==> src/sv/rkx_pkg.sv <==
package rkx_pkg;

	localparam int KeyLen = 16;
	localparam int PosW   = $clog2(KeyLen);

	typedef logic [7:0]            byte_t;
	typedef logic [PosW-1:0]       pos_t;
	typedef byte_t [KeyLen-1:0]    key_t;

	// configuration register indexes
	typedef enum logic [1:0] {
		REG_DIRECTION = 2'd0,
		REG_KEY_LOW   = 2'd1,
		REG_KEY_HIGH  = 2'd2
	} reg_idx_t;

	// direction codes
	localparam logic DIR_DECRYPT = 1'b0;
	localparam logic DIR_ENCRYPT = 1'b1;

	localparam pos_t  LAST_POS = pos_t'(KeyLen - 1);

	// key update rule selected by the low three plaintext bits
	typedef enum logic [2:0] {
		RULE_0 = 3'd0,
		RULE_1 = 3'd1,
		RULE_2 = 3'd2,
		RULE_3 = 3'd3,
		RULE_4 = 3'd4,
		RULE_5 = 3'd5,
		RULE_6 = 3'd6,
		RULE_7 = 3'd7
	} rule_t;

	localparam byte_t ADD_R0_K4 = 8'd11;
	localparam byte_t ADD_R0_K3 = 8'd2;
	localparam byte_t ADD_R0_K8 = 8'd7;
	localparam byte_t ADD_R4_K0 = 8'h6f;
	localparam byte_t ADD_R4_K3 = 8'h47;
	localparam byte_t ADD_R4_K4 = 8'h11;
	localparam byte_t ADD_R4_K14 = 8'h40;

	// configuration seen by the datapath
	typedef struct packed {
		logic        direction;
		logic [63:0] key_low;
		logic [63:0] key_high;
	} cfg_t;

	// initial key from configuration, byte 0 in the low bits
	function automatic key_t load_key(cfg_t c);
		key_t k;
		for (int i = 0; i < 8; i++) begin
			k[i]     = c.key_low[8*i +: 8];
			k[i + 8] = c.key_high[8*i +: 8];
		end
		return k;
	endfunction

	// in-order byte adds; later adds see earlier results
	function automatic key_t update_key(key_t k_in, byte_t p);
		key_t k;
		k = k_in;
		unique case (rule_t'(p[2:0]))
			RULE_0: begin
				k[0] = k[0] + p;
				k[4] = k[2] + p + ADD_R0_K4;
				k[3] = k[3] + (p + ADD_R0_K3);
				k[8] = k[6] + ADD_R0_K8;
			end
			RULE_1: begin
				k[2]  = k[9] + k[10];
				k[6]  = k[7] + k[15];
				k[8]  = k[8] + k[1];
				k[15] = k[3] + k[5];
			end
			RULE_2: begin
				k[1]  = k[1] + k[2];
				k[5]  = k[5] + k[6];
				k[7]  = k[7] + k[8];
				k[10] = k[10] + k[11];
			end
			RULE_3: begin
				k[9]  = k[1] + k[2];
				k[11] = k[5] + k[6];
				k[12] = k[7] + k[8];
				k[13] = k[10] + k[11];
			end
			RULE_4: begin
				k[0]  = k[1] + ADD_R4_K0;
				k[3]  = k[4] + ADD_R4_K3;
				k[4]  = k[5] + ADD_R4_K4;
				k[14] = k[15] + ADD_R4_K14;
			end
			RULE_5: begin
				k[2] = k[2] + k[10];
				k[4] = k[5] + k[12];
				k[6] = k[8] + k[14];
				k[8] = k[0] + k[11];
			end
			RULE_6: begin
				// rule 6 runs on into the rule 7 adds
				k[9]  = k[1] + k[11];
				k[11] = k[3] + k[13];
				k[13] = k[5] + k[15];
				k[15] = k[7] + k[9];
				k[1]  = k[5] + k[9];
				k[2]  = k[6] + k[10];
				k[3]  = k[7] + k[11];
				k[4]  = k[8] + k[12];
			end
			RULE_7: begin
				k[1] = k[5] + k[9];
				k[2] = k[6] + k[10];
				k[3] = k[7] + k[11];
				k[4] = k[8] + k[12];
			end
			default: begin
				k = k_in;
			end
		endcase
		return k;
	endfunction

endpackage

==> src/sv/rolling_key_xor_byte_cipher.sv <==
// Rolling-key XOR byte cipher.
// Input channel: in_valid / in_ready with data_byte and first_of_stream.
// Output channel: out_valid / out_ready with out_byte, one byte per input byte.
// Configuration: cfg_wen, cfg_index, cfg_wdata; index 0 direction (1 encrypt),
// 1 key bytes 0..7, 2 key bytes 8..15. Write only while the block is idle;
// new key values take effect at the next byte flagged first_of_stream.
// Path: an accepted byte passes the input register, then the result register.
// Throughput: one byte per cycle unless out_byte stalls; the key update after
// every 16th byte is done in the same cycle as that byte, so it costs nothing.
// Reset: key all zero, position zero, both pipeline registers empty,
// configuration registers zero (decrypt).
// Stall: while out_byte waits, the input register still takes one byte;
// after that in_ready drops until the receiver takes the result.
module rolling_key_xor_byte_cipher
	import rkx_pkg::*;
(
	input  logic        clk,
	input  logic        arst_n,
	input  logic        cfg_wen,
	input  logic [1:0]  cfg_index,
	input  logic [63:0] cfg_wdata,
	input  logic        in_valid,
	output logic        in_ready,
	input  logic [7:0]  data_byte,
	input  logic        first_of_stream,
	output logic        out_valid,
	input  logic        out_ready,
	output logic [7:0]  out_byte
);

	cfg_t  cfg;
	logic  valid_s1;
	byte_t data_s1;
	logic  first_s1;
	logic  valid_s2;
	byte_t out_byte_s2;
	byte_t res;
	logic  advance;

	rkx_cfg_regs u_cfg (
		.clk       (clk),
		.arst_n    (arst_n),
		.cfg_wen   (cfg_wen),
		.cfg_index (cfg_index),
		.cfg_wdata (cfg_wdata),
		.cfg       (cfg)
	);

	// stage 1 moves forward when the result register is free or being drained
	assign advance  = valid_s1 && (!valid_s2 || out_ready);
	assign in_ready = !valid_s1 || advance;

	// input register
	always_ff @(posedge clk or negedge arst_n) begin
		if (!arst_n) begin
			valid_s1 <= 1'b0;
		end else if (in_ready) begin
			valid_s1 <= in_valid;
		end
	end

	always_ff @(posedge clk) begin
		if (in_valid && in_ready) begin
			data_s1  <= data_byte;
			first_s1 <= first_of_stream;
		end
	end

	rkx_core u_core (
		.clk     (clk),
		.arst_n  (arst_n),
		.advance (advance),
		.data    (data_s1),
		.first   (first_s1),
		.cfg     (cfg),
		.res     (res)
	);

	// result register
	always_ff @(posedge clk or negedge arst_n) begin
		if (!arst_n) begin
			valid_s2 <= 1'b0;
		end else if (!valid_s2 || out_ready) begin
			valid_s2 <= valid_s1;
		end
	end

	always_ff @(posedge clk) begin
		if (advance) begin
			out_byte_s2 <= res;
		end
	end

	assign out_valid = valid_s2;
	assign out_byte  = out_byte_s2;

endmodule

==> src/sv/rkx_core.sv <==
module rkx_core
	import rkx_pkg::*;
(
	input  logic  clk,
	input  logic  arst_n,
	input  logic  advance,
	input  byte_t data,
	input  logic  first,
	input  cfg_t  cfg,
	output byte_t res
);

	key_t  key_q;
	pos_t  pos_q;
	byte_t prev_q;

	key_t  key_cur;
	pos_t  pos_cur;
	byte_t plain;
	key_t  key_nxt;
	pos_t  pos_nxt;

	// start of stream reloads the key and restarts the position
	always_comb begin
		key_cur = first ? load_key(cfg) : key_q;
		pos_cur = first ? '0 : pos_q;
		res     = data ^ key_cur[pos_cur];
		plain   = (cfg.direction == DIR_ENCRYPT) ? data : res;
		if (pos_cur == LAST_POS) begin
			key_nxt = update_key(key_cur, prev_q);
			pos_nxt = '0;
		end else begin
			key_nxt = key_cur;
			pos_nxt = pos_cur + pos_t'(1);
		end
	end

	// key, position and last plaintext advance once per transaction
	always_ff @(posedge clk or negedge arst_n) begin
		if (!arst_n) begin
			key_q  <= '0;
			pos_q  <= '0;
			prev_q <= '0;
		end else if (advance) begin
			key_q  <= key_nxt;
			pos_q  <= pos_nxt;
			prev_q <= plain;
		end
	end

endmodule

==> src/sv/rkx_cfg_regs.sv <==
module rkx_cfg_regs
	import rkx_pkg::*;
(
	input  logic        clk,
	input  logic        arst_n,
	input  logic        cfg_wen,
	input  logic [1:0]  cfg_index,
	input  logic [63:0] cfg_wdata,
	output cfg_t        cfg
);

	cfg_t cfg_q;

	// register writes; unknown indexes are dropped
	always_ff @(posedge clk or negedge arst_n) begin
		if (!arst_n) begin
			cfg_q <= '0;
		end else if (cfg_wen) begin
			unique case (cfg_index)
				REG_DIRECTION: cfg_q.direction <= cfg_wdata[0];
				REG_KEY_LOW:   cfg_q.key_low   <= cfg_wdata;
				REG_KEY_HIGH:  cfg_q.key_high  <= cfg_wdata;
				default:       cfg_q           <= cfg_q;
			endcase
		end
	end

	assign cfg = cfg_q;

endmodule

==> config.mk <==
export PLATFORM = sky130hd
export DESIGN_NAME = rolling_key_xor_byte_cipher
export DESIGN_NICKNAME = d
export VERILOG_FILES = /design/src/sv/rkx_pkg.sv /design/src/sv/rolling_key_xor_byte_cipher.sv /design/src/sv/rkx_core.sv /design/src/sv/rkx_cfg_regs.sv
export SDC_FILE = /design/constraint.sdc
export NUM_CORES = 1
export LEC_CHECK = 0
export BUFFER_PORTS_ARGS = -buffer_cell sky130_fd_sc_hd__buf_2
export CAP_MARGIN = 20
export CORE_MARGIN = 4
export CORE_UTILIZATION = 64
export DETAILED_ROUTE_END_ITERATION = 6
export PLACE_DENSITY = 0.89
export SYNTH_ARGS = -nofsm -noshare
export SYNTH_HDL_FRONTEND = slang
export SYNTH_SLANG_ARGS = --single-unit
==> constraint.sdc <==
create_clock -name clk -period 5.7 [get_ports clk]
set_input_delay 1.14 -clock clk [delete_from_list [all_inputs] [get_ports clk]]
set_output_delay 1.14 -clock clk [all_outputs]
set_load 0.01 [all_outputs]
Word level (Yosys, flattened, before mapping). Index checks and enable logic that the tools add are counted.

Register bits after elaboration: 288. Input bits: 80. Output and inout port bits: 10. Word-level logic and storage cells: 107.

Add/sub/neg operators: 34. $lt $le $gt $ge: 1. Equality and inequality tests: 10. Muxes and demuxes: 23. Bitwise operators: 1. Reductions and logical operators: 12.

Operator list (count): $mux W128 (2); $add A8 B8 Y8 (26); $pmux W8 S2 (6); $pmux W8 S3 (3); $pmux W8 S4 (2); $mux W8 (7); $bmux W8 S4 (1); $add A8 B7 Y8 const B (3); $eq A3 B3 Y1 const B (4); $add A8 B2 Y8 const B (1); $add A8 B3 Y8 const B (1); $add A8 B4 Y8 const B (1); $add A8 B5 Y8 const B (1); $mux W4 (2); $xor A8 B8 Y8 (1); $eq A3 B2 Y1 const B (2); $reduce_and A2 Y1 (3); $lt A4 B5 Y1 const B (1); $add A4 B1 Y4 const B (1); $eq A4 B4 Y1 const B (1); $eq A3 B1 Y1 const B (1); $logic_not A3 Y1 (1); $eq A2 B1 Y1 const B (1); $eq A2 B2 Y1 const B (1); 5 further kinds (8).

Longest topological paths before layout.
Depth after elaboration: 5. Mapped depth: 23. Depth with buffers taken out: 18.

Hierarchy. Synthesis repeated with hierarchy kept, for this count alone.

Cells, all modules: 2282. Area total of the unflattened synthesis: 22810.6 um^2.

By module, submodules not included: rkx_core (times used 1, cells an instance 1982, area an instance 16779.8 um^2, seq. area each 3503.4 um^2); rkx_cfg_regs (times used 1, cells an instance 275, area an instance 5416.4 um^2, seq. area each 3228.1 um^2); rolling_key_xor_byte_cipher (times used 1, cells an instance 25, area an instance 614.3 um^2, seq. area each 560.5 um^2).

Least setup slack after synthesis. No wires, ideal clock.

Path kind: register to register. Start point: reg first_s1. End point: reg u_core.key_q[31] in the netlist's numbering. Setup time: 0.126 ns. Data arrival time: 4.418 ns. Required time: 5.574 ns. Slack: 1.156 ns. Stages on the path, launching flop included: 22. Path buffers: 6. Period minus slack after synthesis: 4.544 ns. Path through: edfxtp_1 > buf_6 > buf_8 > buf_6 > buf_6 > buf_4 > buf_2 > mux2_2 > ha_1 > fa_1 > a21o_1 > a21oi_1 > xnor2_1 > nand2_1 > o21ai_0 > ha_1 > nor2b_1 > a311oi_1 > a21oi_1 > xor2_1 > xnor2_1 > a221o_1.

Word-level cells in the longest chain between the ends: 5. Elaborated cells on any way between the ends: 10. Classes of those cells: 5 x add/sub; 1 x eq/ne; 4 x mux.

Ends and longest elaborated chain: start: declaration (line rolling_key_xor_byte_cipher.sv:34) `logic first_s1;`; start signal: assignment (line rolling_key_xor_byte_cipher.sv:65) `first_s1 <= first_of_stream;`; $mux W128 (line rkx_core.sv:25) `key_cur = first ? load_key(cfg) : key_q;`; $add A8 B8 Y8 (line rkx_pkg.sv:104) `k[11] = k[3] + k[13];`; $add A8 B8 Y8 (line rkx_pkg.sv:109) `k[3] = k[7] + k[11];`; $pmux W8 S4 (line rkx_pkg.sv:64) `unique case (rule_t'(p[2:0]))`; $mux W128 * (line rkx_core.sv:29) `if (pos_cur == LAST_POS) begin`; end signal: assignment (line rkx_core.sv:45) `key_q <= key_nxt;`; end: declaration (line rkx_core.sv:13) `key_t key_q;`.

Mark *: on every way between the ends. The rest lies on a longest branch, timed or not. A chain may end at the register's enable or synchronous reset.

Worst setup path after layout.
Start point: reg first_s1. End point: reg u_core.key_q[127] in the netlist's numbering.

Word-level cells in the longest chain between the ends: 5. Elaborated cells on any way between the ends: 8. Classes of those cells: 3 x add/sub; 1 x eq/ne; 4 x mux.

Ends and longest elaborated chain: $mux W128 (line rkx_core.sv:25); $add A8 B8 Y8 (line rkx_pkg.sv:103) `k[9] = k[1] + k[11];`; $add A8 B8 Y8 (line rkx_pkg.sv:106) `k[15] = k[7] + k[9];`; $pmux W8 S2 (line rkx_pkg.sv:64); $mux W128 * (line rkx_core.sv:29).

Marks and branches as above.

==> impl_summary.log <==
INFO  metric multi_input_logic_area = 0.0140 sq mm
INFO  metric critical_path.endpoint = u_core.key_q[127]
INFO  metric async_flop_share = 0.941
INFO  metric ff2ff_setup_slack = 770 ps
INFO  metric initialDrtViolationCount = 3,674
INFO  metric hold_depth = 2
INFO  metric ys.warnings.count = 0
INFO  metric ant_nets = 0
INFO  metric floorplan.die.height = 194 um
INFO  metric first_global_vias = 20.3k
INFO  metric final_hold_viol_count = 0
INFO  metric power.static_leakage = 10.8 nW
INFO  metric place_hpwl = 71,300 um
INFO  metric grt_start_max_net_pins = 118
INFO  metric timing.critical_path.arrival = 5330 ps
INFO  metric clock_sink_count = 288
INFO  metric timing.max_slew.rel_slack = 0.153
INFO  metric worst_clock_skew = 29.5 ps
INFO  metric hold_slack = 500 ps
INFO  metric cts_resized = 0
INFO  metric final_wl = 95,000 um
INFO  metric initial_utilization = 0.654
INFO  metric cap_viol_max_count = 0
INFO  metric register_area = 0.00729 sq mm
INFO  metric final-max-slew-violation-count = 0
INFO  metric critical-path-max-stage-delay = 670 ps
INFO  metric final_min_period_over_clock_period = 0.865
INFO  metric cpMaxStageDelayCell = sky130_fd_sc_hd__mux2i_1
INFO  metric globalplace.congestion = 1.11
INFO  metric post_route_cells_drive_above_1_share = 0.186
INFO  metric r2r_start = first_s1
INFO  metric design.final.nets = 2,648
INFO  metric number_of_cells_traversed_by_the_worst_register_to_register_path = 17
INFO  metric tightestPinTransition = 1270 ps
INFO  metric syn_avg_cell_area = 9.60 sq um
INFO  metric fmax = 0.203 GHz
INFO  metric die_area = 0.0377 sq mm
INFO  metric num_rows = 67
INFO  metric required = 6100 ps
INFO  metric fp.coreArea = 0.0339 sq mm
INFO  metric post_synthesis_cells = 2,307
INFO  metric total_power = 13.2 mW
INFO  metric power_density = 545 mW/mm^2
INFO  metric detailroute.via_count = 20.9k
INFO  metric clkLatencyLatePin = 580 ps
INFO  metric vias_per_cell = 7.30
INFO  metric final_cell_mix = sky130_fd_sc_hd__dfrtp_1, sky130_fd_sc_hd__nand2_1, sky130_fd_sc_hd__mux2_2
INFO  metric cts.clk_slew.worst_paths = 60 ps
INFO  metric most_common_cell_after_layout_fill_and_taps_aside = sky130_fd_sc_hd__dfrtp_1
INFO  metric status = complete, but fails checks
INFO  metric crit_path_max_fanout = 71
INFO  metric grt_pass1_wl = 137,000 um
INFO  metric cts_hold_buf = 0
INFO  metric crit_path_frequent_cell = sky130_fd_sc_hd__a21oi_1
INFO  metric crit-reg2reg-capture = u_core.key_q[127]
INFO  metric top_level_ports = 90
INFO  metric worstSetupStartpoint = first_s1
INFO  metric gr-usage-all-layers = 0.493
INFO  metric clock_buffer_count_from_cts = 35
INFO  metric cts_post_setup_buffers_inserted = 0
INFO  metric cts_tree = built
INFO  metric timing.critical_path.to_type = register
INFO  metric num-fill-cells = 2,405
INFO  metric synth_top_flop_cell = sky130_fd_sc_hd__dfrtp_1
INFO  metric mappedNetlistArea = 0.0222 sq mm
INFO  metric drt_drc_violations_left = 24
INFO  metric flow.area_growth_from_synthesis = 9.54%
INFO  metric avgRoutedWirePerCell = 33.2 um
INFO  metric synth_edf_count = 17
INFO  metric path_class = reg -> reg
INFO  metric library_cell_used_as_clock_root_buffer = sky130_fd_sc_hd__clkbuf_16
INFO  metric die_w = 194 um
INFO  metric vdd_ir_drop_max = 0.000371 V
INFO  metric post_route_core_utilization = 0.717
INFO  metric period_minus_slack = 4930 ps
INFO  metric failed_checks = DRC
INFO  metric port_buffers = 89
INFO  metric portion_of_the_post_synthesis_area_used_by_sequential_elements = 0.329
INFO  metric ys_seq_elements = 288
INFO  metric syn_nets = 2,572
INFO  metric grt_setup_unrepaired = false
INFO  metric firstDrtPassIters = 7
INFO  metric htree_levels = 2
INFO  metric antenna_found_initial = 8
INFO  metric crit_chain = buf_12 > mux2i_1 > inv_1 > fa_1 > a21o_1 > a21oi_1 > o21bai_1 > a21oi_1 > xor2_1 > inv_1 > ha_1 > o21a_1 > nor2_1 > a21oi_1 > xnor3_1 > a221oi_1 > o21ai_1
INFO  metric fin_setup_tns = 0 ps
INFO  metric setup_viol = 0
INFO  metric cts.path.max_buffers = 3
INFO  metric grt-ovfl-total = 0
INFO  metric crit_path_start_kind = register
INFO  metric holdCritPathClass = reg -> reg
INFO  metric post_synth_num_cell_types = 84
## sequential cells by signal, summed over array words and instances (netlist names)
register	flops
data_s1	8
first_s1	1
out_byte	8
out_valid	1
u_cfg.cfg	129
u_core.key_q	128
u_core.pos_q	4
u_core.prev_q	8
valid_s1	1
## worst min-delay path by stage
stage                       end  slack [ps]              from
4_1_cts        u_core.key_q[65]         500  u_core.key_q[65]
6_report       u_core.key_q[65]         500  u_core.key_q[65]
2_1_floorplan  u_core.key_q[65]         450  u_core.key_q[65]
3_5_place_dp   u_core.key_q[97]         470  u_core.key_q[97]
5_1_grt           u_cfg.cfg[49]         520     u_cfg.cfg[49]
3_3_place_gp   u_core.key_q[65]         460  u_core.key_q[65]
## metal layers
| metal | wire, um | vias up | global-route usage |
|---|---|---|---|
| li1 | - | 8524 | - |
| met1 | 33100 | 9966 | 0.620 |
| met2 | 39200 | 1901 | 0.717 |
| met3 | 15000 | 474 | 0.203 |
| met4 | 7660 | 8 | 0.285 |
| met5 | 90 | - | 0 |
## worst max-delay path: cells and delay by family (launching register included)
kind,cells,cell delay (ps)
buf+inv,3,900
compound gates,8,1370
xor+xnor,2,500
flops,1,400
mux,1,670
simple gates,1,30
fa+ha+maj,2,850
## layout make-up
type	count	area share
Sequential cell	288	0.301
Tap cell	448	0.0231
Multi-Input combinational cell	1810	0.575
Antenna cell	3	0.000309
Inverter	96	0.0149
Timing Repair Buffer	152	0.0393
Clock buffer	43	0.0381
Clock inverter	20	0.00840
## stage by stage
| stage | instance area [sq um] | instances | setup slack (ps) |
|---|---|---|---|
| final | 24300 | 2860 | 769 |
| after global routing | 24300 | 2857 | 598 |
| after CTS | 24300 | 2857 | 867 |
| after detailed placement | 23100 | 2794 | 976 |
| after global placement | 23100 | 2794 | 1100 |
| after floorplan | 22200 | 2307 | 1160 |
## where the power goes
group	internal, mW	switching (mW)
logic	3.00	4.69
registers	2.55	0.715
clock network	1.31	0.986
total	6.85	6.39
## synth_stat cells, types with 17 or more instances
cell type                  count  share of area
sky130_fd_sc_hd__nand3_1      29         0.0066
sky130_fd_sc_hd__nor3_1       36         0.0081
sky130_fd_sc_hd__mux2_2      190          0.097
sky130_fd_sc_hd__o22ai_1      29         0.0082
sky130_fd_sc_hd__a31oi_1      21         0.0059
sky130_fd_sc_hd__a221oi_1     22         0.0087
sky130_fd_sc_hd__ha_1        164          0.093
sky130_fd_sc_hd__xor2_1       53          0.021
sky130_fd_sc_hd__nand2_1     221          0.037
sky130_fd_sc_hd__mux4_2       24          0.024
sky130_fd_sc_hd__o21ai_1      69          0.016
sky130_fd_sc_hd__o211ai_1     24         0.0081
sky130_fd_sc_hd__o21ai_0     126          0.028
sky130_fd_sc_hd__inv_1        91          0.015
sky130_fd_sc_hd__a21oi_1     145          0.033
sky130_fd_sc_hd__clkbuf_1     63          0.011
sky130_fd_sc_hd__dfrtp_1     271           0.31
sky130_fd_sc_hd__a21o_1       35          0.012
sky130_fd_sc_hd__mux2i_1      93          0.042
sky130_fd_sc_hd__nor2_1      155          0.026
sky130_fd_sc_hd__nor2b_1      20         0.0056
sky130_fd_sc_hd__a211oi_1     17         0.0058
sky130_fd_sc_hd__xnor2_1     118          0.047
sky130_fd_sc_hd__edfxtp_1     17          0.023
sky130_fd_sc_hd__buf_2        24         0.0054
sky130_fd_sc_hd__fa_1         21          0.019
## cell families (layout without fill, tap and decap cells)
group                      after synthesis  after routing  synth area share
AOI/OAI and AO/OA                      600            600             0.169
and+or+nand+nor                        529            529             0.105
muxes                                  324            324             0.175
DFF                                    288            288             0.329
buffers and inverters                  209            311            0.0416
adders and majority gates              185            185             0.112
xor gates and xnor gates               172            172            0.0686
other                                    0              3                 0
Note: power is estimated with default switching activity, not from simulation.
